--- src/sv/apdt_pkg.sv ---
// ----------------------------------------------------------------------------
// apdt_pkg
// shared types and constants of the affine point and direction transform
// ----------------------------------------------------------------------------
package apdt_pkg;

    // matrix coefficients and translations are always 32-bit signed fixed point
    localparam int COEF_BITS = 32;
    localparam int NUM_ROWS  = 3;
    localparam int NUM_COLS  = 4;

    // configuration register file: 64-bit data, one register every 8 bytes
    localparam int APB_DATA_BITS = 64;
    localparam int APB_ADDR_BITS = 6;
    localparam int REG_IDX_BITS  = 3;

    localparam logic [REG_IDX_BITS-1:0] REG_DIM_MODE    = 3'd0;
    localparam logic [REG_IDX_BITS-1:0] REG_ROW0_FIRST  = 3'd1;
    localparam logic [REG_IDX_BITS-1:0] REG_ROW0_SECOND = 3'd2;
    localparam logic [REG_IDX_BITS-1:0] REG_ROW1_FIRST  = 3'd3;
    localparam logic [REG_IDX_BITS-1:0] REG_ROW1_SECOND = 3'd4;
    localparam logic [REG_IDX_BITS-1:0] REG_ROW2_FIRST  = 3'd5;
    localparam logic [REG_IDX_BITS-1:0] REG_ROW2_SECOND = 3'd6;

    localparam logic [1:0] MODE_PLANAR  = 2'd2;
    localparam logic [1:0] MODE_SPATIAL = 2'd3;

    // identity matrix, zero translation
    localparam logic [63:0] RST_ROW0_FIRST  = 64'h0001_0000_0000_0000;
    localparam logic [63:0] RST_ROW0_SECOND = 64'h0000_0000_0000_0000;
    localparam logic [63:0] RST_ROW1_FIRST  = 64'h0000_0000_0001_0000;
    localparam logic [63:0] RST_ROW1_SECOND = 64'h0000_0000_0000_0000;
    localparam logic [63:0] RST_ROW2_FIRST  = 64'h0000_0000_0000_0000;
    localparam logic [63:0] RST_ROW2_SECOND = 64'h0001_0000_0000_0000;

    localparam logic CMD_POINT     = 1'b0;
    localparam logic CMD_DIRECTION = 1'b1;

    typedef logic [COEF_BITS-1:0] coef_t;
    typedef coef_t [NUM_COLS-1:0] row_t;   // m_r0, m_r1, m_r2, translation
    typedef row_t  [NUM_ROWS-1:0] mat_t;

    // per-request control that travels down the pipeline
    typedef struct packed {
        logic dir;
        logic planar;
        logic last;
    } ctl_t;

endpackage

--- src/sv/apdt_sat_stage.sv ---
// ----------------------------------------------------------------------------
// apdt_sat_stage
// last pipeline stage: shift out the fraction, saturate, output register
// ----------------------------------------------------------------------------
module apdt_sat_stage
#(
    parameter int COORD_BITS = 32,
    parameter int FRAC_BITS  = 16,
    parameter int ACC_BITS   = 67
)
(
    input  logic                              clk,
    input  logic                              rst_n,
    input  logic                              in_valid,
    output logic                              in_ready,
    input  logic [2:0][ACC_BITS-1:0]          acc,
    input  logic [COORD_BITS-1:0]             zpass,
    input  apdt_pkg::ctl_t                    ctl,
    output logic                              out_valid,
    input  logic                              out_ready,
    output logic [2:0][COORD_BITS-1:0]        res,
    output logic                              ovf,
    output logic                              last
);

    localparam int SH_BITS = ACC_BITS - FRAC_BITS;
    localparam logic [COORD_BITS-1:0] SAT_MIN = {1'b1, {(COORD_BITS-1){1'b0}}};
    localparam logic [COORD_BITS-1:0] SAT_MAX = {1'b0, {(COORD_BITS-1){1'b1}}};

    logic                           valid_reg;
    logic [2:0][COORD_BITS-1:0]     res_reg;
    logic [2:0][COORD_BITS-1:0]     res_next;
    logic                           ovf_reg;
    logic                           ovf_next;
    logic                           last_reg;
    logic [2:0]                     row_sat;
    logic                           load;

    assign in_ready = !valid_reg || out_ready;
    assign load     = in_valid && in_ready;

    always_comb
    begin
        logic [SH_BITS-1:0]           sh;
        logic [SH_BITS-COORD_BITS:0]  top;
        for (int r = 0; r < apdt_pkg::NUM_ROWS; r++)
        begin
            sh  = acc[r][ACC_BITS-1:FRAC_BITS];
            top = sh[SH_BITS-1:COORD_BITS-1];
            if ((&top) || !(|top))
            begin
                res_next[r] = sh[COORD_BITS-1:0];
                row_sat[r]  = 1'b0;
            end
            else
            begin
                res_next[r] = sh[SH_BITS-1] ? SAT_MIN : SAT_MAX;
                row_sat[r]  = 1'b1;
            end
        end
        // planar z is the input z, never saturated
        if (ctl.planar)
        begin
            res_next[2] = zpass;
            row_sat[2]  = 1'b0;
        end
        ovf_next = |row_sat;
    end

    always_ff @(posedge clk or negedge rst_n)
    begin
        if (!rst_n)
            valid_reg <= 1'b0;
        else if (in_ready)
            valid_reg <= in_valid;
    end

    always_ff @(posedge clk)
    begin
        if (load)
        begin
            res_reg  <= res_next;
            ovf_reg  <= ovf_next;
            last_reg <= ctl.last;
        end
    end

    assign out_valid = valid_reg;
    assign res       = res_reg;
    assign ovf       = ovf_reg;
    assign last      = last_reg;

endmodule

--- config.mk ---
export PLATFORM = sky130hd
export DESIGN_NAME = apdt_sat_stage
export DESIGN_NICKNAME = d
export VERILOG_FILES = /design/src/sv/apdt_pkg.sv /design/src/sv/apdt_sat_stage.sv
export SDC_FILE = /design/constraint.sdc
export NUM_CORES = 1
export LEC_CHECK = 0
export BUFFER_PORTS_ARGS = -buffer_cell sky130_fd_sc_hd__buf_2
export CAP_MARGIN = 20
export CORE_AREA = 2 2 132 134
export DETAILED_ROUTE_END_ITERATION = 12
export DIE_AREA = 0 0 134 136
export GPL_TIMING_DRIVEN = 0
export HOLD_SLACK_MARGIN = 0.05
export SYNTH_ARGS = -nofsm -noshare
export SYNTH_HDL_FRONTEND = slang
export SYNTH_SLANG_ARGS = --single-unit
--- constraint.sdc ---
create_clock -name clk -period 4.5 [get_ports clk]
set_input_delay 0.675 -clock clk [delete_from_list [all_inputs] [get_ports clk]]
set_output_delay 0.675 -clock clk [all_outputs]
set_load 0.02 [all_outputs]
After elaboration in Yosys (flattened, before gate mapping). Index checks and enable logic that the tools add are counted.

Mux-type cells: 11. Reductions and logical operators: 16.

Operator list (count): two-way mux 32 bit (7); AND reduction 20 bit (3); OR reduction 20 bit (3); zero test 1 bit (4); logical OR 1 bit (4); two-way mux 1 bit (4); OR reduction 3 bit (1); logical AND 1 bit (1).

Register bits after elaboration: 99. Output and inout port bits: 100. Word-level logic and storage cells: 33.

Longest topological paths before layout. Gate-level depths: netlist of run 1.

Word-level depth: 6. Mapped depth: 5.

Worst setup path before layout of run 1. Ideal clock, no wire load.

Kind: in2reg. Start: input port out_ready. End: register last_reg (netlist: last) (enable). Library setup time: 0.468 ns. Arrival: 3.245 ns. Required time: 4.032 ns. Path slack: 0.787 ns. Stages: 2. Cells stage by stage: nand2b_1 and2_1.

Longest elaborated chain between the ends: 2.

RTL lines: start: declaration (line apdt_sat_stage.sv:20) `input logic out_ready,`; logical OR 1 bit (line apdt_sat_stage.sv:39) `assign in_ready = !valid_reg || out_ready;`; logical AND 1 bit (line apdt_sat_stage.sv:40) `assign load = in_valid && in_ready;`; via load (line apdt_sat_stage.sv:37) `logic load;`; end signal: assignment (line apdt_sat_stage.sv:84) `last_reg <= ctl.last;`; end: declaration (line apdt_sat_stage.sv:35) `logic last_reg;`.

The timed path passes the listed nets, and every way through them passes these cells. A chain may end at the register's enable or synchronous reset.

==> impl_metrics.env, run 1 <==
export IMPL_yosysTopAreaCell="edfxtp_1"
export IMPL_grt_pass1_wl_mm=19.13
export IMPL_vias=4076
export IMPL_postCtsHoldBufs=0
export IMPL_wl_per_cell_um=13.88
export IMPL_syn_num_nets=640
export IMPL_synthAdderAreaFrac=0
export IMPL_cts_made_buffers=9
export IMPL_final_net_count=941
export IMPL_tightest_slew_ns=0.6736
export IMPL_cp_start_kind="input port"
export IMPL_rr_endpoint="res[41]"
export IMPL_hold_viol=0
export IMPL_yosys_top_cells_area="edfxtp_1 (65%), inv_1 (6.8%), o21ai_0 (6.8%), nand2_1 (3.9%), o211ai_1 (2.1%)"
export IMPL_num_rows=48
export IMPL_synth_simple_area_share=0.09761
export IMPL_netlist_area_um2=4551
export IMPL_reg2reg_depth=3
export IMPL_synthTopCellsByCount="edfxtp_1 (98), inv_1 (83), o21ai_0 (62), nand2_1 (47)"
export IMPL_period_share=0.4582
export IMPL_clk_latency_ns=0.35
export IMPL_status="complete, no violations"
export IMPL_final_instance_count_excl_fill=932
export IMPL_grt_max_degree=57
export IMPL_drcViolationCount=0
export IMPL_end_kind="register"
export IMPL_vias_per_cell=4.373
export IMPL_antenna_found_initial=1
export IMPL_arrival_ns=2.12
export IMPL_path_clk_slew_ns=0.07
export IMPL_worst_path_max_fanout=10
export IMPL_io_buffers=289
export IMPL_slew_viol_final=0
export IMPL_hp_class="input port to async pin"
export IMPL_power_leakage_nw=3.000
export IMPL_synth_compound_area_frac=0.1509
export IMPL_post_cts_buffers=0
export IMPL_gp_congestion=0.8003
export IMPL_r2r_start="out_valid"
export IMPL_path_class="input port to register"
export IMPL_synth_seq_area_share=0.6522
export IMPL_max_freq_ghz=0.4850
export IMPL_finalSetupViolations=0
export IMPL_synth_edf_count=98
export IMPL_synth_xor_xnor_area_share=0
export IMPL_fill_cells=1712
export IMPL_synth_top_family_by_area="compound AO/OA/AOI/OAI gates"
export IMPL_syn_inst=400
export IMPL_postCtsResizedCells=0
export IMPL_ios=340
export IMPL_area_delta_synth_final_pct=44.79
export IMPL_dp_hpwl_mm=10.29
export IMPL_yosys_warnings=0
export IMPL_drt_total_wl_mm=12.94
export IMPL_fin_area_um2=6589
export IMPL_synth_top_cell_area_share=0.6467
export IMPL_initialDrtViolationCount=207
export IMPL_async_reset_ff_frac=0.01010
export IMPL_p_per_area_nw_per_um2=325.4
export IMPL_die_h_um=136
export IMPL_htreeDepth=3
export IMPL_finalPower_mw=2.144
export IMPL_grt_pass1_vias=3870
export IMPL_synth_avg_cell_area_um2=11.38
export IMPL_die_width_um=134
export IMPL_clk_path_buf_depth=2
export IMPL_post_place_cells=915
export IMPL_drive_above_1_share=0.4674
export IMPL_rsz0062_at_grt="no"
export IMPL_grt_use_total=0.1370
export IMPL_post_route_util=0.3904
export IMPL_ys_seq_elements=99
export IMPL_cts_root_buf="clkbuf_16"
export IMPL_cap_violations=0
export IMPL_fin_skew_ns=0.01183
export IMPL_clock_sinks=99
export IMPL_post_synth_top_count_cell="edfxtp_1"
export IMPL_cts_tree="built"
export IMPL_floorplan_initialDensity=0.2696
export IMPL_overflow=0
export IMPL_ant_nets=0
export IMPL_largest_reg_flops=96
export IMPL_peakVddDrop_mv=0.1596
export IMPL_crit_required_ns=4.56
export IMPL_die_area_um2=18220
export IMPL_slew_headroom=0.5509
export IMPL_core_area_um2=16880
export IMPL_period_needed_ns=2.062
export IMPL_placedInstanceArea_um2=6309
export IMPL_reg2reg_slack_ns=2.75
export IMPL_firstDrtPassIters=4
export IMPL_ys_types=27
export IMPL_synth_area_mux_share=0.002475
export IMPL_ys_flop_type="edfxtp_1"
==> cell families (layout without fill, tap and decap cells) <==
family / count (synthesis) / in the layout
flip-flops: 99 / 99
AND/OR/NAND/NOR: 90 / 90
multiplexers: 1 / 1
buffers and inverters: 110 / 416
other: 0 / 1
AO/OA/AOI/OAI: 100 / 100
==> power by group <==
group          internal (mW)  leakage, nW  switching, mW
clock network          0.382        0.133          0.346
registers               1.08        0.945         0.0122
logic                  0.129         1.92          0.196
==> cells in the final DEF, fill, tap and decap left out, drive strengths merged, types with 2 or more instances in the layout <==
cell type | Yosys | final
clkinv | 0 | 2
or2 | 3 | 3
o21ai | 62 | 62
o311ai | 18 | 18
nand2 | 47 | 47
o211ai | 13 | 13
edfxtp | 98 | 98
buf | 12 | 302
inv | 83 | 86
nor4 | 15 | 15
o221ai | 3 | 3
nand2b | 2 | 2
nand4 | 15 | 15
nand3 | 3 | 3
or3 | 3 | 3
o22a | 3 | 3
clkbuf | 15 | 25
==> per-stage QoR <==
stage               TNS [ns]  worst slack [ns]  hold slack [ns]
CTS                        0             2.460          0.06922
global route               0             2.348          0.06745
floorplan                  0            0.7874           0.3794
finish                     0             2.438          0.08328
global placement      -14.17           -0.1535           0.4504
detailed placement         0             2.107           0.4509
==> worst max-delay path, stage by stage <==
cell and delay, ns:
buf_2 0.11, nor4_1 0.32, nand3_1 0.20, o221ai_2 0.32, buf_2 0.34, o311ai_2 0.15
==> per-layer routing <==
layer | vias to the layer above | global-route usage | wire (um)
met1 | 1801 | 0.1618 | 5350
met3 | 30 | 0.03207 | 1022
li1 | 2036 | - | -
met2 | 209 | 0.2299 | 6120
met4 | 0 | 0.07742 | 444
met5 | - | 0 | 0
==> worst max-delay path by stage <==
stage                          from  endpoint  slack, ns  cells past startpoint
after floorplan           out_ready      last       0.79                      2
after global placement    out_ready   res[18]      -0.15                      3
after detailed placement   acc[192]   res[91]       2.11                      6
after CTS                  acc[192]   res[91]       2.46                      6
after global routing       acc[192]   res[91]       2.35                      6
final                      acc[192]   res[91]       2.44                      6
==> layout make-up <==
class	instances	area, um^2	share of cell area
multi-input cells	191	1145	0.1738
repair buffers	290	1474	0.2237
inverters	83	311.5	0.04728
plain buffers	27	128.9	0.01956
diodes	1	2.502	0.0003798
clock buffers	10	229.0	0.03475
well taps	225	281.5	0.04273
flip-flops and latches	99	2968	0.4504
clock inverters	6	48.80	0.007406
Note: power is estimated with default switching activity, not from simulation.
==> run 2, diff against run 1 <==
==> constraint.sdc (replaced) <==
create_clock -name clk -period 2.1 [get_ports clk]
set_input_delay 0.315 -clock clk [delete_from_list [all_inputs] [get_ports clk]]
set_output_delay 0.315 -clock clk [all_outputs]
set_load 0.02 [all_outputs]
==> run 2 against run 1 <==
Cell count did not move. Non-clock buffer count rose by 1. Sequential cell count did not move. Sequential share of layout area fell by 0.15 points. Register-to-register slack got worse by 2.4 ns.
==> impl_metrics.env, run 2 (synthesized netlist as in run 1, its figures left out) <==
export IMPL_p_sw_mw=1.178
export IMPL_register_area_um2=2968
export IMPL_floorplan_initialDensity=0.2696
export IMPL_clk_latency_ns=0.34
export IMPL_slowest_delay_ns=0.58
export IMPL_path_class="register to register"
export IMPL_drt_total_wl_mm=13.49
export IMPL_cap_violations=0
export IMPL_initialDrtViolationCount=167
export IMPL_r2r_start="out_valid"
export IMPL_peakVddDrop_mv=0.3385
export IMPL_dp_slack_ns=0.07958
export IMPL_io_buffers=289
export IMPL_vias=4112
export IMPL_worst_path_max_fanout=53
export IMPL_cp_slowest_cell="and2_4"
export IMPL_swShare=0.2510
export IMPL_grt_util_met3=0.03430
export IMPL_cts_made_buffers=9
export IMPL_slew_viol_final=0
export IMPL_grt_busiest_layer="met2"
export IMPL_final_net_count=942
export IMPL_hold_viol=0
export IMPL_die_h_um=136
export IMPL_cts_tree="built"
export IMPL_fin_area_um2=6611
export IMPL_placedInstanceArea_um2=6309
export IMPL_largest_reg_flops=96
export IMPL_clock_sinks=99
export IMPL_crit_required_ns=2.11
export IMPL_layout_commonest_cell="buf_2"
export IMPL_hp_class="input port to register"
export IMPL_period_needed_ns=1.787
export IMPL_clock_power_share=0.353
export IMPL_core_area_um2=16880
export IMPL_clk_path_buf_depth=2
export IMPL_arrival_ns=1.80
export IMPL_max_freq_ghz=0.5597
export IMPL_intPower_mw=3.515
export IMPL_gp_congestion=0.7296
export IMPL_dp_hpwl_mm=10.57
export IMPL_ant_nets=0
export IMPL_die_area_um2=18220
export IMPL_antenna_found_initial=0
export IMPL_slew_headroom=0.5451
export IMPL_overflow=0
export IMPL_rsz0062_at_grt="no"
export IMPL_htreeDepth=3
export IMPL_pwr_share_seq=0.498
export IMPL_grt_pass1_vias=3979
export IMPL_multi_input_area_um2=1145
export IMPL_status="complete, no violations"
export IMPL_drive_above_1_share=0.4668
export IMPL_die_width_um=134
export IMPL_grt_pass1_wl_mm=20.20
export IMPL_firstDrtPassIters=7
export IMPL_fin_setup_tns_ns=0
export IMPL_grt_use_total=0.1442
export IMPL_setup_ws_ns=0.3132
export IMPL_hp_start="ctl[0]"
export IMPL_fin_skew_ns=0.01062
export IMPL_post_cts_buffers=0
export IMPL_met2_usage=0.2507
export IMPL_wl_per_cell_um=14.47
export IMPL_post_route_util=0.3918
export IMPL_tightest_slew_ns=0.6824
export IMPL_grt_max_degree=54
export IMPL_period_share=0.8509
export IMPL_use_met1=0.1696
export IMPL_crit_path_start="out_valid"
export IMPL_end_kind="register"
export IMPL_hold_ws_ns=0.1467
export IMPL_drcViolationCount=0
export IMPL_cts_root_buf="clkbuf_16"
export IMPL_area_delta_synth_final_pct=45.28
export IMPL_path_clk_slew_ns=0.07
export IMPL_layout_common_cells="buf_2 (299), edfxtp_1 (98), inv_1 (83)"
export IMPL_cp_start_kind="register"
export IMPL_p_per_area_nw_per_um2=709.8
export IMPL_ios=340
export IMPL_vias_per_cell=4.412
export IMPL_power_leakage_nw=3.012
export IMPL_p_comb_frac=0.149
export IMPL_cp_cell_sequence="nand2b_1 -> and2_4 -> buf_16"
export IMPL_finalSetupViolations=0
export IMPL_fill_cells=1703
export IMPL_antenna_cells=0
export IMPL_num_rows=48
run 2: worst max-delay path, delay by kind of cell (launching register included):
kind                   cells  cell delay, ns
buffers and inverters      1            0.32
AND/OR/NAND/NOR            2            0.69
flip-flops                 1            0.39
run 2: timing repair:
item,in CTS,in global routing
resized for setup,0,0
hold endpoints to repair,1,0
hold buffers,1,0
run 2: per-layer routing:
layer	wire, um	part of all wire	vias to the layer above
li1	-	-	2033
met1	5460	0.40	1860
met2	6649	0.49	199
met3	1076	0.080	20
met4	298	0.022	0
met5	0	0	-
run 2: path summary, 6_finish.rpt:
| kind | end | slack [ns] | cells after the start |
|---|---|---|---|
| worst max-delay path | res[17] | 0.31 | 3 |
| worst min-delay path | last | 0.15 | 1 |
| worst max register to register | res[17] | 0.31 | 3 |
| worst min register to register | out_valid | 0.56 | 2 |
| max in group asynchronous | out_valid | 1.72 | 2 |
| min in group asynchronous | out_valid | 0.30 | 2 |
run 2: through the flow:
step / cells / power (mW)
2_1_floorplan: 400 / 2.718
3_3_place_gp: 914 / 3.073
3_5_place_dp: 915 / 3.087
4_1_cts: 932 / 4.775
5_1_grt: 932 / 4.897
6_report: 932 / 4.693
run 2: power by group through the flow:
stage	clock network, mW	registers (mW)	logic [mW]
after CTS	1.73	2.34	0.708
after global placement	0	2.38	0.692
after detailed placement	0	2.38	0.705
final	1.65	2.34	0.700
after floorplan	0	2.53	0.188
after global routing	1.78	2.35	0.767
run 2: layout make-up:
cell class                 count  share of cell area
buffer                        27             0.01949
clock buffer                  10             0.03463
clock inverter                 6            0.009652
inverter                      83             0.04712
multi-input combinational    191              0.1732
sequential                    99              0.4489
tap                          225             0.04258
timing repair buffer         291              0.2245
