==> src/sv/apdt_pkg.sv <==
// ----------------------------------------------------------------------------
// apdt_pkg
// shared types and constants of the affine point and direction transform
// ----------------------------------------------------------------------------
package apdt_pkg;

    // matrix coefficients and translations are always 32-bit signed fixed point
    localparam int COEF_BITS = 32;
    localparam int NUM_ROWS  = 3;
    localparam int NUM_COLS  = 4;

    // configuration register file: 64-bit data, one register every 8 bytes
    localparam int APB_DATA_BITS = 64;
    localparam int APB_ADDR_BITS = 6;
    localparam int REG_IDX_BITS  = 3;

    localparam logic [REG_IDX_BITS-1:0] REG_DIM_MODE    = 3'd0;
    localparam logic [REG_IDX_BITS-1:0] REG_ROW0_FIRST  = 3'd1;
    localparam logic [REG_IDX_BITS-1:0] REG_ROW0_SECOND = 3'd2;
    localparam logic [REG_IDX_BITS-1:0] REG_ROW1_FIRST  = 3'd3;
    localparam logic [REG_IDX_BITS-1:0] REG_ROW1_SECOND = 3'd4;
    localparam logic [REG_IDX_BITS-1:0] REG_ROW2_FIRST  = 3'd5;
    localparam logic [REG_IDX_BITS-1:0] REG_ROW2_SECOND = 3'd6;

    localparam logic [1:0] MODE_PLANAR  = 2'd2;
    localparam logic [1:0] MODE_SPATIAL = 2'd3;

    // identity matrix, zero translation
    localparam logic [63:0] RST_ROW0_FIRST  = 64'h0001_0000_0000_0000;
    localparam logic [63:0] RST_ROW0_SECOND = 64'h0000_0000_0000_0000;
    localparam logic [63:0] RST_ROW1_FIRST  = 64'h0000_0000_0001_0000;
    localparam logic [63:0] RST_ROW1_SECOND = 64'h0000_0000_0000_0000;
    localparam logic [63:0] RST_ROW2_FIRST  = 64'h0000_0000_0000_0000;
    localparam logic [63:0] RST_ROW2_SECOND = 64'h0001_0000_0000_0000;

    localparam logic CMD_POINT     = 1'b0;
    localparam logic CMD_DIRECTION = 1'b1;

    typedef logic [COEF_BITS-1:0] coef_t;
    typedef coef_t [NUM_COLS-1:0] row_t;   // m_r0, m_r1, m_r2, translation
    typedef row_t  [NUM_ROWS-1:0] mat_t;

    // per-request control that travels down the pipeline
    typedef struct packed {
        logic dir;
        logic planar;
        logic last;
    } ctl_t;

endpackage

==> src/sv/apdt_sum_stage.sv <==
// ----------------------------------------------------------------------------
// apdt_sum_stage
// second pipeline stage: row sums with scaled translation and rounding bias
// ----------------------------------------------------------------------------
module apdt_sum_stage
#(
    parameter int COORD_BITS = 32,
    parameter int FRAC_BITS  = 16,
    parameter int PROD_BITS  = 64,
    parameter int ACC_BITS   = 67
)
(
    input  logic                                   clk,
    input  logic                                   rst_n,
    input  logic                                   in_valid,
    output logic                                   in_ready,
    input  logic [2:0][2:0][PROD_BITS-1:0]         prod,
    input  logic [2:0][apdt_pkg::COEF_BITS-1:0]    trans,
    input  logic [COORD_BITS-1:0]                  zpass,
    input  apdt_pkg::ctl_t                         ctl,
    output logic                                   out_valid,
    input  logic                                   out_ready,
    output logic [2:0][ACC_BITS-1:0]               acc,
    output logic [COORD_BITS-1:0]                  zpass_out,
    output apdt_pkg::ctl_t                         ctl_out
);

    localparam logic [ACC_BITS-1:0] HALF = ACC_BITS'(1) << (FRAC_BITS - 1);

    logic                        valid_reg;
    logic [2:0][ACC_BITS-1:0]    acc_reg;
    logic [2:0][ACC_BITS-1:0]    acc_next;
    logic [COORD_BITS-1:0]       zpass_reg;
    apdt_pkg::ctl_t              ctl_reg;
    logic                        load;

    assign in_ready = !valid_reg || out_ready;
    assign load     = in_valid && in_ready;

    always_comb
    begin
        for (int r = 0; r < apdt_pkg::NUM_ROWS; r++)
        begin
            acc_next[r] = ACC_BITS'($signed(prod[r][0]))
                        + ACC_BITS'($signed(prod[r][1]))
                        + ACC_BITS'($signed(prod[r][2]))
                        + (ACC_BITS'($signed(trans[r])) << FRAC_BITS)
                        + HALF;
        end
    end

    always_ff @(posedge clk or negedge rst_n)
    begin
        if (!rst_n)
            valid_reg <= 1'b0;
        else if (in_ready)
            valid_reg <= in_valid;
    end

    always_ff @(posedge clk)
    begin
        if (load)
        begin
            acc_reg   <= acc_next;
            zpass_reg <= zpass;
            ctl_reg   <= ctl;
        end
    end

    assign out_valid = valid_reg;
    assign acc       = acc_reg;
    assign zpass_out = zpass_reg;
    assign ctl_out   = ctl_reg;

endmodule

==> config.mk <==
export PLATFORM = sky130hd
export DESIGN_NAME = apdt_sum_stage
export DESIGN_NICKNAME = d
export VERILOG_FILES = /design/src/sv/apdt_pkg.sv /design/src/sv/apdt_sum_stage.sv
export SDC_FILE = /design/constraint.sdc
export NUM_CORES = 1
export LEC_CHECK = 0
export BUFFER_PORTS_ARGS = -buffer_cell sky130_fd_sc_hd__buf_4
export CAP_MARGIN = 20
export CORE_AREA = 2 2 368 370
export CTS_CLUSTER_SIZE = 24
export DETAILED_ROUTE_END_ITERATION = 12
export DIE_AREA = 0 0 370 372
export PLACE_DENSITY_LB_ADDON = 0.2
export SYNTH_ARGS = -nofsm -noshare
export SYNTH_HDL_FRONTEND = slang
export SYNTH_SLANG_ARGS = --single-unit
==> constraint.sdc <==
create_clock -name clk -period 9.8 [get_ports clk]
set_input_delay 2.94 -clock clk [delete_from_list [all_inputs] [get_ports clk]]
set_output_delay 2.94 -clock clk [all_outputs]
set_load 0.01 [all_outputs]
Yosys cells after proc, flatten, opt, wreduce, memory -nomap -nowiden
Index checks and enable logic that the tools add are counted.

storage, ports and cells
  word-level logic and storage cells = 23
  input port bits = 711
  output and inout bits = 238
  register bits = 237

cells by class
  reductions and logical operators = 3
  add/subtract/negate cells = 12

operator list
  operator                                                          count
  66-bit by 48-bit adder with 67-bit output                         3
  67-bit by 16-bit adder with 67-bit output, second input constant  3
  65-bit by 64-bit adder with 66-bit output                         3
  64-bit by 64-bit adder with 65-bit output                         3
  1-bit logical AND                                                 1
  1-bit logical NOT                                                 1
  1-bit logical OR                                                  1

Longest topological paths before layout
Gate-level depths: netlist (run 1).

  depth after elaboration = 4
  mapped depth = 16
  gate-level depth less buffers = 16

Least setup slack after synthesis (run 1)
No wires, ideal clock.

  kind = input to register
  start point = input out_ready
  end point = register acc_reg (netlist bit acc[0]), enable pin
  slack = 0.643 ns
  setup time = 0.627 ns
  data required time = 9.173 ns
  data arrival time = 8.529 ns
  stages on the path = 2
  path buffers = 0
  cells stage by stage = nand2b_1 > and2_1

between the ends
  word-level cells in the longest chain between the ends = 2

ends and longest elaborated chain
  element               line                  RTL
  start, declared       apdt_sum_stage.sv:22  input logic out_ready,
  1-bit logical OR      apdt_sum_stage.sv:37  assign in_ready = !valid_reg || out_ready;
  1-bit logical AND     apdt_sum_stage.sv:38  assign load = in_valid && in_ready;
  net load              apdt_sum_stage.sv:35  logic load;
  end signal, assigned  apdt_sum_stage.sv:64  acc_reg <= acc_next;
  end, declared         apdt_sum_stage.sv:31  logic [2:0][ACC_BITS-1:0] acc_reg;

The timed path passes the listed nets, and every way through them passes these cells.
A chain may end at the register's enable or synchronous reset.

==> results of run 1 <==
[where the power goes]
| group | total (uW) | switching (uW) | internal, uW | leakage [uW] |
|---|---|---|---|---|
| Sequential | 1730 | 101 | 1620 | 0.00226 |
| Combinational | 5030 | 2930 | 2100 | 0.0181 |
| Clock | 1370 | 592 | 776 | 0.000578 |
[per-layer routing]
metal | global-route usage (%) | vias to the layer above
li1 | - | 12200
met1 | 19.5 | 12100
met2 | 27.2 | 712
met3 | 3.72 | 110
met4 | 3.96 | 8
met5 | 0 | -
[final cells by class]
type                    count  share of cell area, %
clock buffers              48                   2.59
well taps                1781                   5.59
inverters                1083                   10.2
flip-flops and latches    237                   17.8
repair buffers            954                   18.0
multi-input cells        1886                   45.4
clock inverters            23                  0.424
[tightest hold or removal path, delay by kind of cell (launching register included)]
| family | cells | cell delay, ns |
|---|---|---|
| flip-flops | 1 | 0.34 |
| AND/OR/NAND/NOR | 2 | 0.17 |
[path summary, 6_finish.rpt]
path	from	endpoint	slack, ns	cells past startpoint
hold reg to reg	out_valid	out_valid	0.55	2
min in group asynchronous	rst_n	out_valid	2.11	1
max in group asynchronous	rst_n	out_valid	7.61	1
setup reg to reg	out_valid	acc[120]	7.04	4
hold / removal	out_valid	out_valid	0.55	2
setup / recovery	prod[22]	acc[64]	2.77	16
[kinds of logic after synthesis]
logic type	synth area share (%)
AOI/OAI and AO/OA	15.2
xor gates and xnor gates	5.30
adders and majority gates	33.2
buffers and inverters	14.8
DFF	24.0
muxes	0.0677
and+or+nand+nor	7.46
[cells in the final DEF (no fill, tap or decap), types with 66 or more instances in the layout]
master    instances
fa_1            342
xnor2_1         119
edfxtp_1        236
buf_4           953
ha_1            237
inv_1          1082
a21oi_1         225
nand2_1         135
o21ai_0          66
nor2_1          106
a21o_1          120
[through the flow]
stage | area (sq um) | total power (uW)
finish | 39900 | 8120
global route | 39900 | 8800
CTS | 39900 | 8270
detailed placement | 38700 | 6820
global placement | 38700 | 6840
floorplan | 29600 | 4880
==> results_dict.tcl, run 1 <==
set metrics [dict create \
    grt_pass1_wl_microns 161000 \
    slowest_stage "a311oi_1" \
    wl_met2_microns 55200 \
    area_growth_pct 34.8 \
    cp.arrival_ns 7.33 \
    critPathMaxFanout 6 \
    cts_hold_buf 0 \
    stdcell_count 6012 \
    synth_edf_count 236 \
    cp-start-kind "primary input" \
    detailed_place_hpwl_microns 98200 \
    dieHeight_microns 372 \
    outcome "complete, no violations" \
    synth_top_area_share_pct 24.0 \
    fin_hold_ws_ns 0.546 \
    clock_skew_ns 0.0177 \
    worst_pin_slew_ns 1.04 \
    path_cells "buf_4 > inv_1 > fa_1 > fa_1 > inv_1 > ha_1 > inv_1 > nor3_1 > nand2_1 > a311oi_1 > nor2_1 > o221ai_1 > a21oi_2 > o21ai_1 > a311oi_1 > xnor2_1" \
    num_antenna_cells 0 \
    fin_tns_setup_ns 0 \
    path_class "primary input to register" \
    critPathMostFrequentCell "inv_1" \
    period_needed_ns 7.03 \
    die_w_microns 370 \
    ys_types 99 \
    wl_met1_microns 46300 \
    num_io_pins 949 \
    power.leakage_uw 0.0209 \
    port_buffers 948 \
    fmax_ghz 0.142 \
    required_ns 10.11 \
    gp_congestion 0.886 \
    grt_util_all_layers_pct 15.7 \
    wl_per_cell_microns 18.5 \
    grt_max_degree 123 \
    synthFlopType "edfxtp_1" \
    rsz0062_at_grt "no" \
    cts_sinks 237 \
    multi_input_area_sq_um 18100 \
    drcViolationCount 0 \
    fin_crit_sh_pct 71.7 \
    yosysTopAreaCell "edfxtp_1" \
    syn_inst 3280 \
    vias 25100 \
    drtAntennaViolNets 0 \
    worst-path-buf-inv 4 \
    max-vdd-ir-drop_uv 118 \
    slew_viol_final 0 \
    clk_latency_ns 0.59 \
    pre_cts_ws_ns 1.98 \
    netlist_top_cells_area "edfxtp_1, fa_1, inv_1" \
    syn_area_sq_um 29600 \
    synth_most_common_cell "inv_1" \
    syn_area_per_cell_sq_um 9.02 \
    cap_violations 0 \
    hold_viol 0 \
    cts_tree "built" \
    drt-total-wl_microns 111000 \
    final_util_pct 29.7 \
    drt-pass1-iter-count 5 \
    power_per_cell_area_nw_per_um2 204 \
    setup.worst_path.end_class "register" \
    path_clk_slew_ns 0.05 \
    cts-buffers-inserted 40 \
    cts-resized-gates 0 \
    die_area_sq_um 138000 \
    antenna_found_initial 6 \
    htree_levels 2 \
    highest_layer "met5" \
    synth_warnings 0 \
    drt_iter0_drc 1170 \
    route.met3.wl_microns 7250 \
    yosys_register_bits 237 \
    overflow 0 \
    core-area_sq_um 134000 \
    final-setup-viol-count 0 \
    root_buffer "clkbuf_16" \
    dp.cells 5941 \
    postCtsSetupBuffers 0 \
    slew_headroom_pct 30.6 \
    via_per_inst 4.18 \
    nets 5492 \
    initial_core_util_pct 22.0 \
    syn_nets 4570 \
    holdCritPathClass "register to register" \
    seq_area_frac_synth_pct 24.0 \
    drive_above_1_share_pct 25.0 \
    cp_slowest_stage_delay_ns 0.62 \
    finalWorstSetupSlack_ns 2.77 \
    nFillCells 14400 \
    yosys-top-cells-count "inv_1, fa_1, ha_1" \
    first_global_vias 25900 \
    largest_reg_flops 201 \
    rows 135 \
    regArea_sq_um 7110 \
    ys_async_sr_fraction_pct 0.422 \
    clk_path_buf_depth 3 \
    cpLargestDelayFamily "compound AO/OA/AOI/OAI gates" \
]
Note: power is estimated with default switching activity, not from simulation.
==> run 2, diff against run 1 <==
--- a/config.mk
+++ b/config.mk
@@ -5,12 +5,13 @@
 export SDC_FILE = /design/constraint.sdc
 export NUM_CORES = 1
 export LEC_CHECK = 0
+export ABC_AREA = 1
 export BUFFER_PORTS_ARGS = -buffer_cell sky130_fd_sc_hd__buf_4
 export CAP_MARGIN = 20
-export CORE_AREA = 2 2 368 370
+export CORE_AREA = 2 2 372 374
 export CTS_CLUSTER_SIZE = 24
 export DETAILED_ROUTE_END_ITERATION = 12
-export DIE_AREA = 0 0 370 372
+export DIE_AREA = 0 0 374 376
 export PLACE_DENSITY_LB_ADDON = 0.2
 export SYNTH_ARGS = -nofsm -noshare
 export SYNTH_HDL_FRONTEND = slang
==> constraint.sdc (replaced) <==
create_clock -name clk -period 7 [get_ports clk]
set_input_delay 2.1 -clock clk [delete_from_list [all_inputs] [get_ports clk]]
set_output_delay 2.1 -clock clk [all_outputs]
set_load 0.01 [all_outputs]
==> run 2 against run 1 <==
  * Die area rose by 2.2%
  * Global-route usage increased by 4.9 points
  * Sequential power grew 39%
  * Final cell count up 40%
  * Setup slack worse by 0.64 ns
  * Design area up 18%
  * Critical path type unchanged
==> results_dict.tcl, run 2 <==
set metrics [dict create \
    outcome "complete, no violations" \
    period_needed_ns 4.86 \
    power_per_cell_area_nw_per_um2 276 \
    total_power_uw 13000 \
    num_antenna_cells 0 \
    rows 136 \
    synth_most_common_cell "inv_1" \
    grt_pass1_wl_microns 217000 \
    required_ns 7.35 \
    rrSetupSlack_ns 4.95 \
    drive_above_1_share_pct 16.7 \
    synth-compound-area-share_pct 1.98 \
    syn_area_per_cell_sq_um 6.46 \
    cts_sinks 237 \
    htree_levels 2 \
    yosys-top-cells-count "inv_1, nand2_1, nor2_1" \
    final-setup-viol-count 0 \
    path_clk_slew_ns 0.05 \
    antenna_found_initial 6 \
    syn_nets 6893 \
    cts-resized-gates 0 \
    initial_core_util_pct 26.5 \
    drt_iter0_drc 1873 \
    synth_edf_count 236 \
    yosysTopAreaCell "inv_1" \
    p_comb_share_pct 65.0 \
    netlist_top_cells_area "inv_1, edfxtp_1, nand2_1" \
    synthAdderAreaFrac_pct 27.1 \
    grtUsageMet2_pct 36.1 \
    critPathMaxFanout 4 \
    grtUsageMet3_pct 3.05 \
    core-area_sq_um 137000 \
    gr-max-usage-layer "met2" \
    cap_violations 0 \
    drcViolationCount 0 \
    p_int_uw 6340 \
    largest_reg_flops 201 \
    slew_headroom_pct 51.1 \
    drt-pass1-iter-count 6 \
    clk_latency_ns 0.60 \
    mostFrequentLayoutCell "inv_1" \
    nets 7889 \
    cts_tree "built" \
    die_w_microns 374 \
    drtAntennaViolNets 0 \
    rsz0062_at_grt "no" \
    syn_inst 5603 \
    holdCritPathClass "register to register" \
    synth_xor_xnor_area_share_pct 2.25 \
    port_buffers 948 \
    yosys_register_bits 237 \
    grt_util_all_layers_pct 20.6 \
    drt-total-wl_microns 147000 \
    synthSimpleGateAreaFrac_pct 28.1 \
    area_growth_pct 29.9 \
    root_buffer "clkbuf_16" \
    syn_area_sq_um 36200 \
    num_io_pins 949 \
    switchingPower_uw 6650 \
    p_seq_share_pct 18.5 \
    seq_area_frac_synth_pct 19.6 \
    grt_max_degree 85 \
    cp.arrival_ns 5.21 \
    worst_pin_slew_ns 0.731 \
    cp-start-kind "primary input" \
    synthMuxAreaShare_pct 0 \
    ys_types 24 \
    vias 34800 \
    detailed_place_hpwl_microns 132000 \
    via_per_inst 4.14 \
    fin_tns_setup_ns 0 \
    fmax_ghz 0.206 \
    p_clk_share_pct 16.4 \
    wl_per_cell_microns 17.5 \
    dieHeight_microns 376 \
    die_area_sq_um 141000 \
    clock_skew_ns 0.0203 \
    power.leakage_uw 0.0289 \
    setup.worst_path.end_class "register" \
    synth_warnings 0 \
    cts_hold_buf 0 \
    synth_top_family_by_area "simple AND/OR/NAND/NOR gates" \
    first_global_vias 35100 \
    gp_congestion 0.945 \
    postCtsSetupBuffers 0 \
    path_class "primary input to register" \
    slew_viol_final 0 \
    mostFrequentLayoutCells "inv_1, nand2_1, buf_4, nor2_1, fa_1" \
    synth_top_area_share_pct 20.9 \
    cts-buffers-inserted 40 \
    met1_usage_pct 26.9 \
    clk_path_buf_depth 3 \
    max-vdd-ir-drop_uv 159 \
    fin_crit_sh_pct 69.5 \
    synthFlopType "edfxtp_1" \
    hold_viol 0 \
    swShare_pct 51.2 \
    ys_async_sr_fraction_pct 0.422 \
    overflow 0 \
]
## run 2: metrics by stage
stage	area (sq um)	setup slack [ns]	util, %	instances	hold WS [ns]
floorplan	36200	0.433	-	5603	0.671
global placement	45700	1.41	33.4	8350	0.630
detailed placement	45700	1.49	33.4	8350	0.651
CTS	47000	2.12	34.4	8423	0.663
global route	47000	1.89	34.4	8424	0.701
finish	47000	2.14	34.4	8424	0.665
## run 2: kinds of logic (layout without fill, tap and decap cells)
logic type | Yosys count | count (layout)
flip-flops | 237 | 237
AND/OR/NAND/NOR | 2532 | 2532
adder cells (fa/ha/maj) | 579 | 579
XOR/XNOR | 93 | 93
buffers and inverters | 2022 | 3049
AO/OA/AOI/OAI | 140 | 140
## run 2: worst paths after layout
check,startpoint,end,cells after the start
worst min-delay path,out_valid,out_valid,2
worst min register to register,out_valid,out_valid,2
worst max register to register,out_valid,acc[18],2
min in group asynchronous,rst_n,out_valid,1
max in group asynchronous,rst_n,out_valid,1
worst max-delay path,prod[391],acc[164],15
## run 2: power by group through the flow
stage / sequential, uW / combinational [uW] / clock, uW
floorplan: 2530 / 4900 / 0
global placement: 2440 / 8520 / 0
detailed placement: 2440 / 8510 / 0
CTS: 2420 / 8560 / 2220
global route: 2440 / 9500 / 2250
finish: 2410 / 8450 / 2130
## run 2: area by class of cell
cell class	count	area [sq um]
clock buffer	40	1000
clock inverter	33	342
fill	15100	89600
inverter	2022	7590
multi-input combinational	3344	21500
sequential	237	7110
tap	1794	2240
timing repair buffer	954	7220
## run 2: critical path, stage by stage
cell	delay (ns)
buf_4	0.07
inv_1	0.04
fa_1	0.78
inv_1	0.09
ha_1	0.29
ha_1	0.36
nand2_1	0.12
nor2_2	0.19
nand3_1	0.12
nand2_2	0.16
nand2_1	0.07
nand2_1	0.14
nand2_1	0.09
nand2_2	0.15
xor2_1	0.41
## run 2: layer usage
metal / wire length, microns / up-vias
met1: 66300 / 16000
met5: 0 / -
met3: 7560 / 102
li1: - / 17800
met2: 70600 / 955
met4: 2660 / 0
==> run 3, diff against run 2 <==
==> constraint.sdc (replaced) <==
create_clock -name clk -period 5.06 [get_ports clk]
set_input_delay 1.518 -clock clk [delete_from_list [all_inputs] [get_ports clk]]
set_output_delay 1.518 -clock clk [all_outputs]
set_load 0.01 [all_outputs]
==> run 3 against run 2 <==
  * Sequential power is 39% higher
  * Setup slack worse by 1.4 ns
  * Clock power is 28% higher
  * Total power is 37% higher
  * Highest routed layer is now met5
  * Critical path depth stayed put
  * Count of clock-buffer cells in the layout is 3 higher
  * Sequential share of layout area hardly changed
  * Non-clock buffer count is 26 higher
  * First-iteration DRC count is 12% higher
  * Final cell count is 0.25% higher
  * Global-route usage is 0.15 points higher
==> results_dict.tcl, run 3 (synthesis gave the netlist of run 2 again) <==
set metrics [dict create \
    largest_reg_flops 201 \
    grt_util_all_layers_pct 20.7 \
    via_per_inst 4.15 \
    nets 7913 \
    die_w_microns 374 \
    cts_sinks 237 \
    required_ns 5.39 \
    swShare_pct 51.4 \
    cap_violations 0 \
    fin_crit_sh_pct 85.1 \
    area_growth_pct 30.0 \
    path_class "primary input to register" \
    num_antenna_cells 0 \
    rows 136 \
    clock_skew_ns 0.0129 \
    first_global_vias 35100 \
    p_clk_share_pct 15.3 \
    cts_tree "built" \
    gp_congestion 0.960 \
    cts-buffers-inserted 38 \
    mostFrequentLayoutCells "inv_1, nand2_1, buf_4, nor2_1, fa_1" \
    drt-total-wl_microns 149000 \
    power_per_cell_area_nw_per_um2 379 \
    drive_above_1_share_pct 17.0 \
    pre_cts_ws_ns 0.145 \
    htree_levels 2 \
    slew_headroom_pct 46.8 \
    vias 35000 \
    worst-path-buf-inv 3 \
    die_area_sq_um 141000 \
    clk_latency_ns 0.59 \
    total_power_uw 17900 \
    path_cells "buf_4 > inv_1 > fa_1 > fa_1 > inv_1 > ha_1 > nand2_1 > nor2_1 > nand2_1 > nor2_1 > nand2_1 > nand3_2 > nand2_1 > nand4_1 > nand2_1" \
    cp-start-kind "primary input" \
    antenna_found_initial 7 \
    p_comb_share_pct 66.0 \
    outcome "complete, no violations" \
    dieHeight_microns 376 \
    slowest_stage "fa_1" \
    grt_pass1_wl_microns 218000 \
    final_util_pct 34.5 \
    critPathMaxFanout 4 \
    drt-pass1-iter-count 5 \
    cp_slowest_stage_delay_ns 0.59 \
    fin_tns_setup_ns 0 \
    drtAntennaViolNets 0 \
    cpLargestDelayFamily "adder cells" \
    rsz0062_at_grt "no" \
    holdCritPathClass "register to register" \
    mostFrequentLayoutCell "inv_1" \
    p_seq_share_pct 18.7 \
    initial_core_util_pct 26.5 \
    setup.worst_path.end_class "register" \
    grt_max_degree 94 \
    overflow 0 \
    detailed_place_hpwl_microns 133000 \
    fmax_ghz 0.232 \
    final-setup-viol-count 0 \
    slew_viol_final 0 \
    cts_hold_buf 0 \
    critPathMostFrequentCell "nand2_1" \
    switchingPower_uw 9170 \
    worst_pin_slew_ns 0.799 \
    cts-resized-gates 0 \
    postCtsSetupBuffers 0 \
    period_needed_ns 4.31 \
    power.leakage_uw 0.0290 \
    clk_path_buf_depth 3 \
    p_int_uw 8680 \
    hold_viol 0 \
    port_buffers 948 \
    core-area_sq_um 137000 \
    num_io_pins 949 \
    cp.arrival_ns 4.64 \
    drcViolationCount 0 \
    finalWorstSetupSlack_ns 0.753 \
    wl_per_cell_microns 17.6 \
    drt_iter0_drc 2093 \
    max-vdd-ir-drop_uv 200 \
    path_clk_slew_ns 0.06 \
    root_buffer "clkbuf_16" \
]
run 3: stage by stage:
| stage | area, sq um | cells | hold WS [ns] |
|---|---|---|---|
| 2_1_floorplan | 36200 | 5603 | 0.662 |
| 3_3_place_gp | 45900 | 8377 | 0.569 |
| 3_5_place_dp | 45900 | 8377 | 0.576 |
| 4_1_cts | 47100 | 8445 | 0.590 |
| 5_1_grt | 47100 | 8445 | 0.637 |
| 6_report | 47100 | 8445 | 0.598 |
run 3: worst paths after layout:
| path | slack, ns | start | cells past startpoint | endpoint |
|---|---|---|---|---|
| min in group asynchronous | 0.69 | rst_n | 1 | out_valid |
| setup / recovery | 0.75 | prod[19] | 15 | acc[57] |
| hold reg to reg | 0.60 | out_valid | 2 | out_valid |
| hold / removal | 0.60 | out_valid | 2 | out_valid |
| setup reg to reg | 3.31 | out_valid | 2 | acc[18] |
| max in group asynchronous | 4.29 | rst_n | 1 | out_valid |
run 3: tightest hold or removal path: cells and delay by family, from the launching register on:
family	cells	cell delay [ns]
DFF	1	0.42
and+or+nand+nor	2	0.14
run 3: area by class of cell:
cell class / instances / area [sq um]
fill: 15100 / 89600
multi-input combinational: 3344 / 21500
inverter: 2022 / 7600
timing repair buffer: 980 / 7390
sequential: 237 / 7110
tap: 1794 / 2240
clock buffer: 43 / 991
clock inverter: 25 / 221
run 3: power by group through the flow:
| stage | Combinational [uW] | Clock, uW | Sequential, uW |
|---|---|---|---|
| after floorplan | 6780 | 0 | 3500 |
| after global placement | 11800 | 0 | 3400 |
| after detailed placement | 11800 | 0 | 3380 |
| after CTS | 11900 | 2850 | 3360 |
| after global routing | 13200 | 2890 | 3380 |
| final | 11800 | 2730 | 3340 |
run 3: metal layers:
metal  vias up  routed length, microns  global-route usage (%)
met4         2                    2660                    3.89
met1     16100                   65900                    27.2
li1      17900                       -                       -
met2       967                   71500                    36.2
met5         -                      13                       0
met3       101                    8430                    3.19
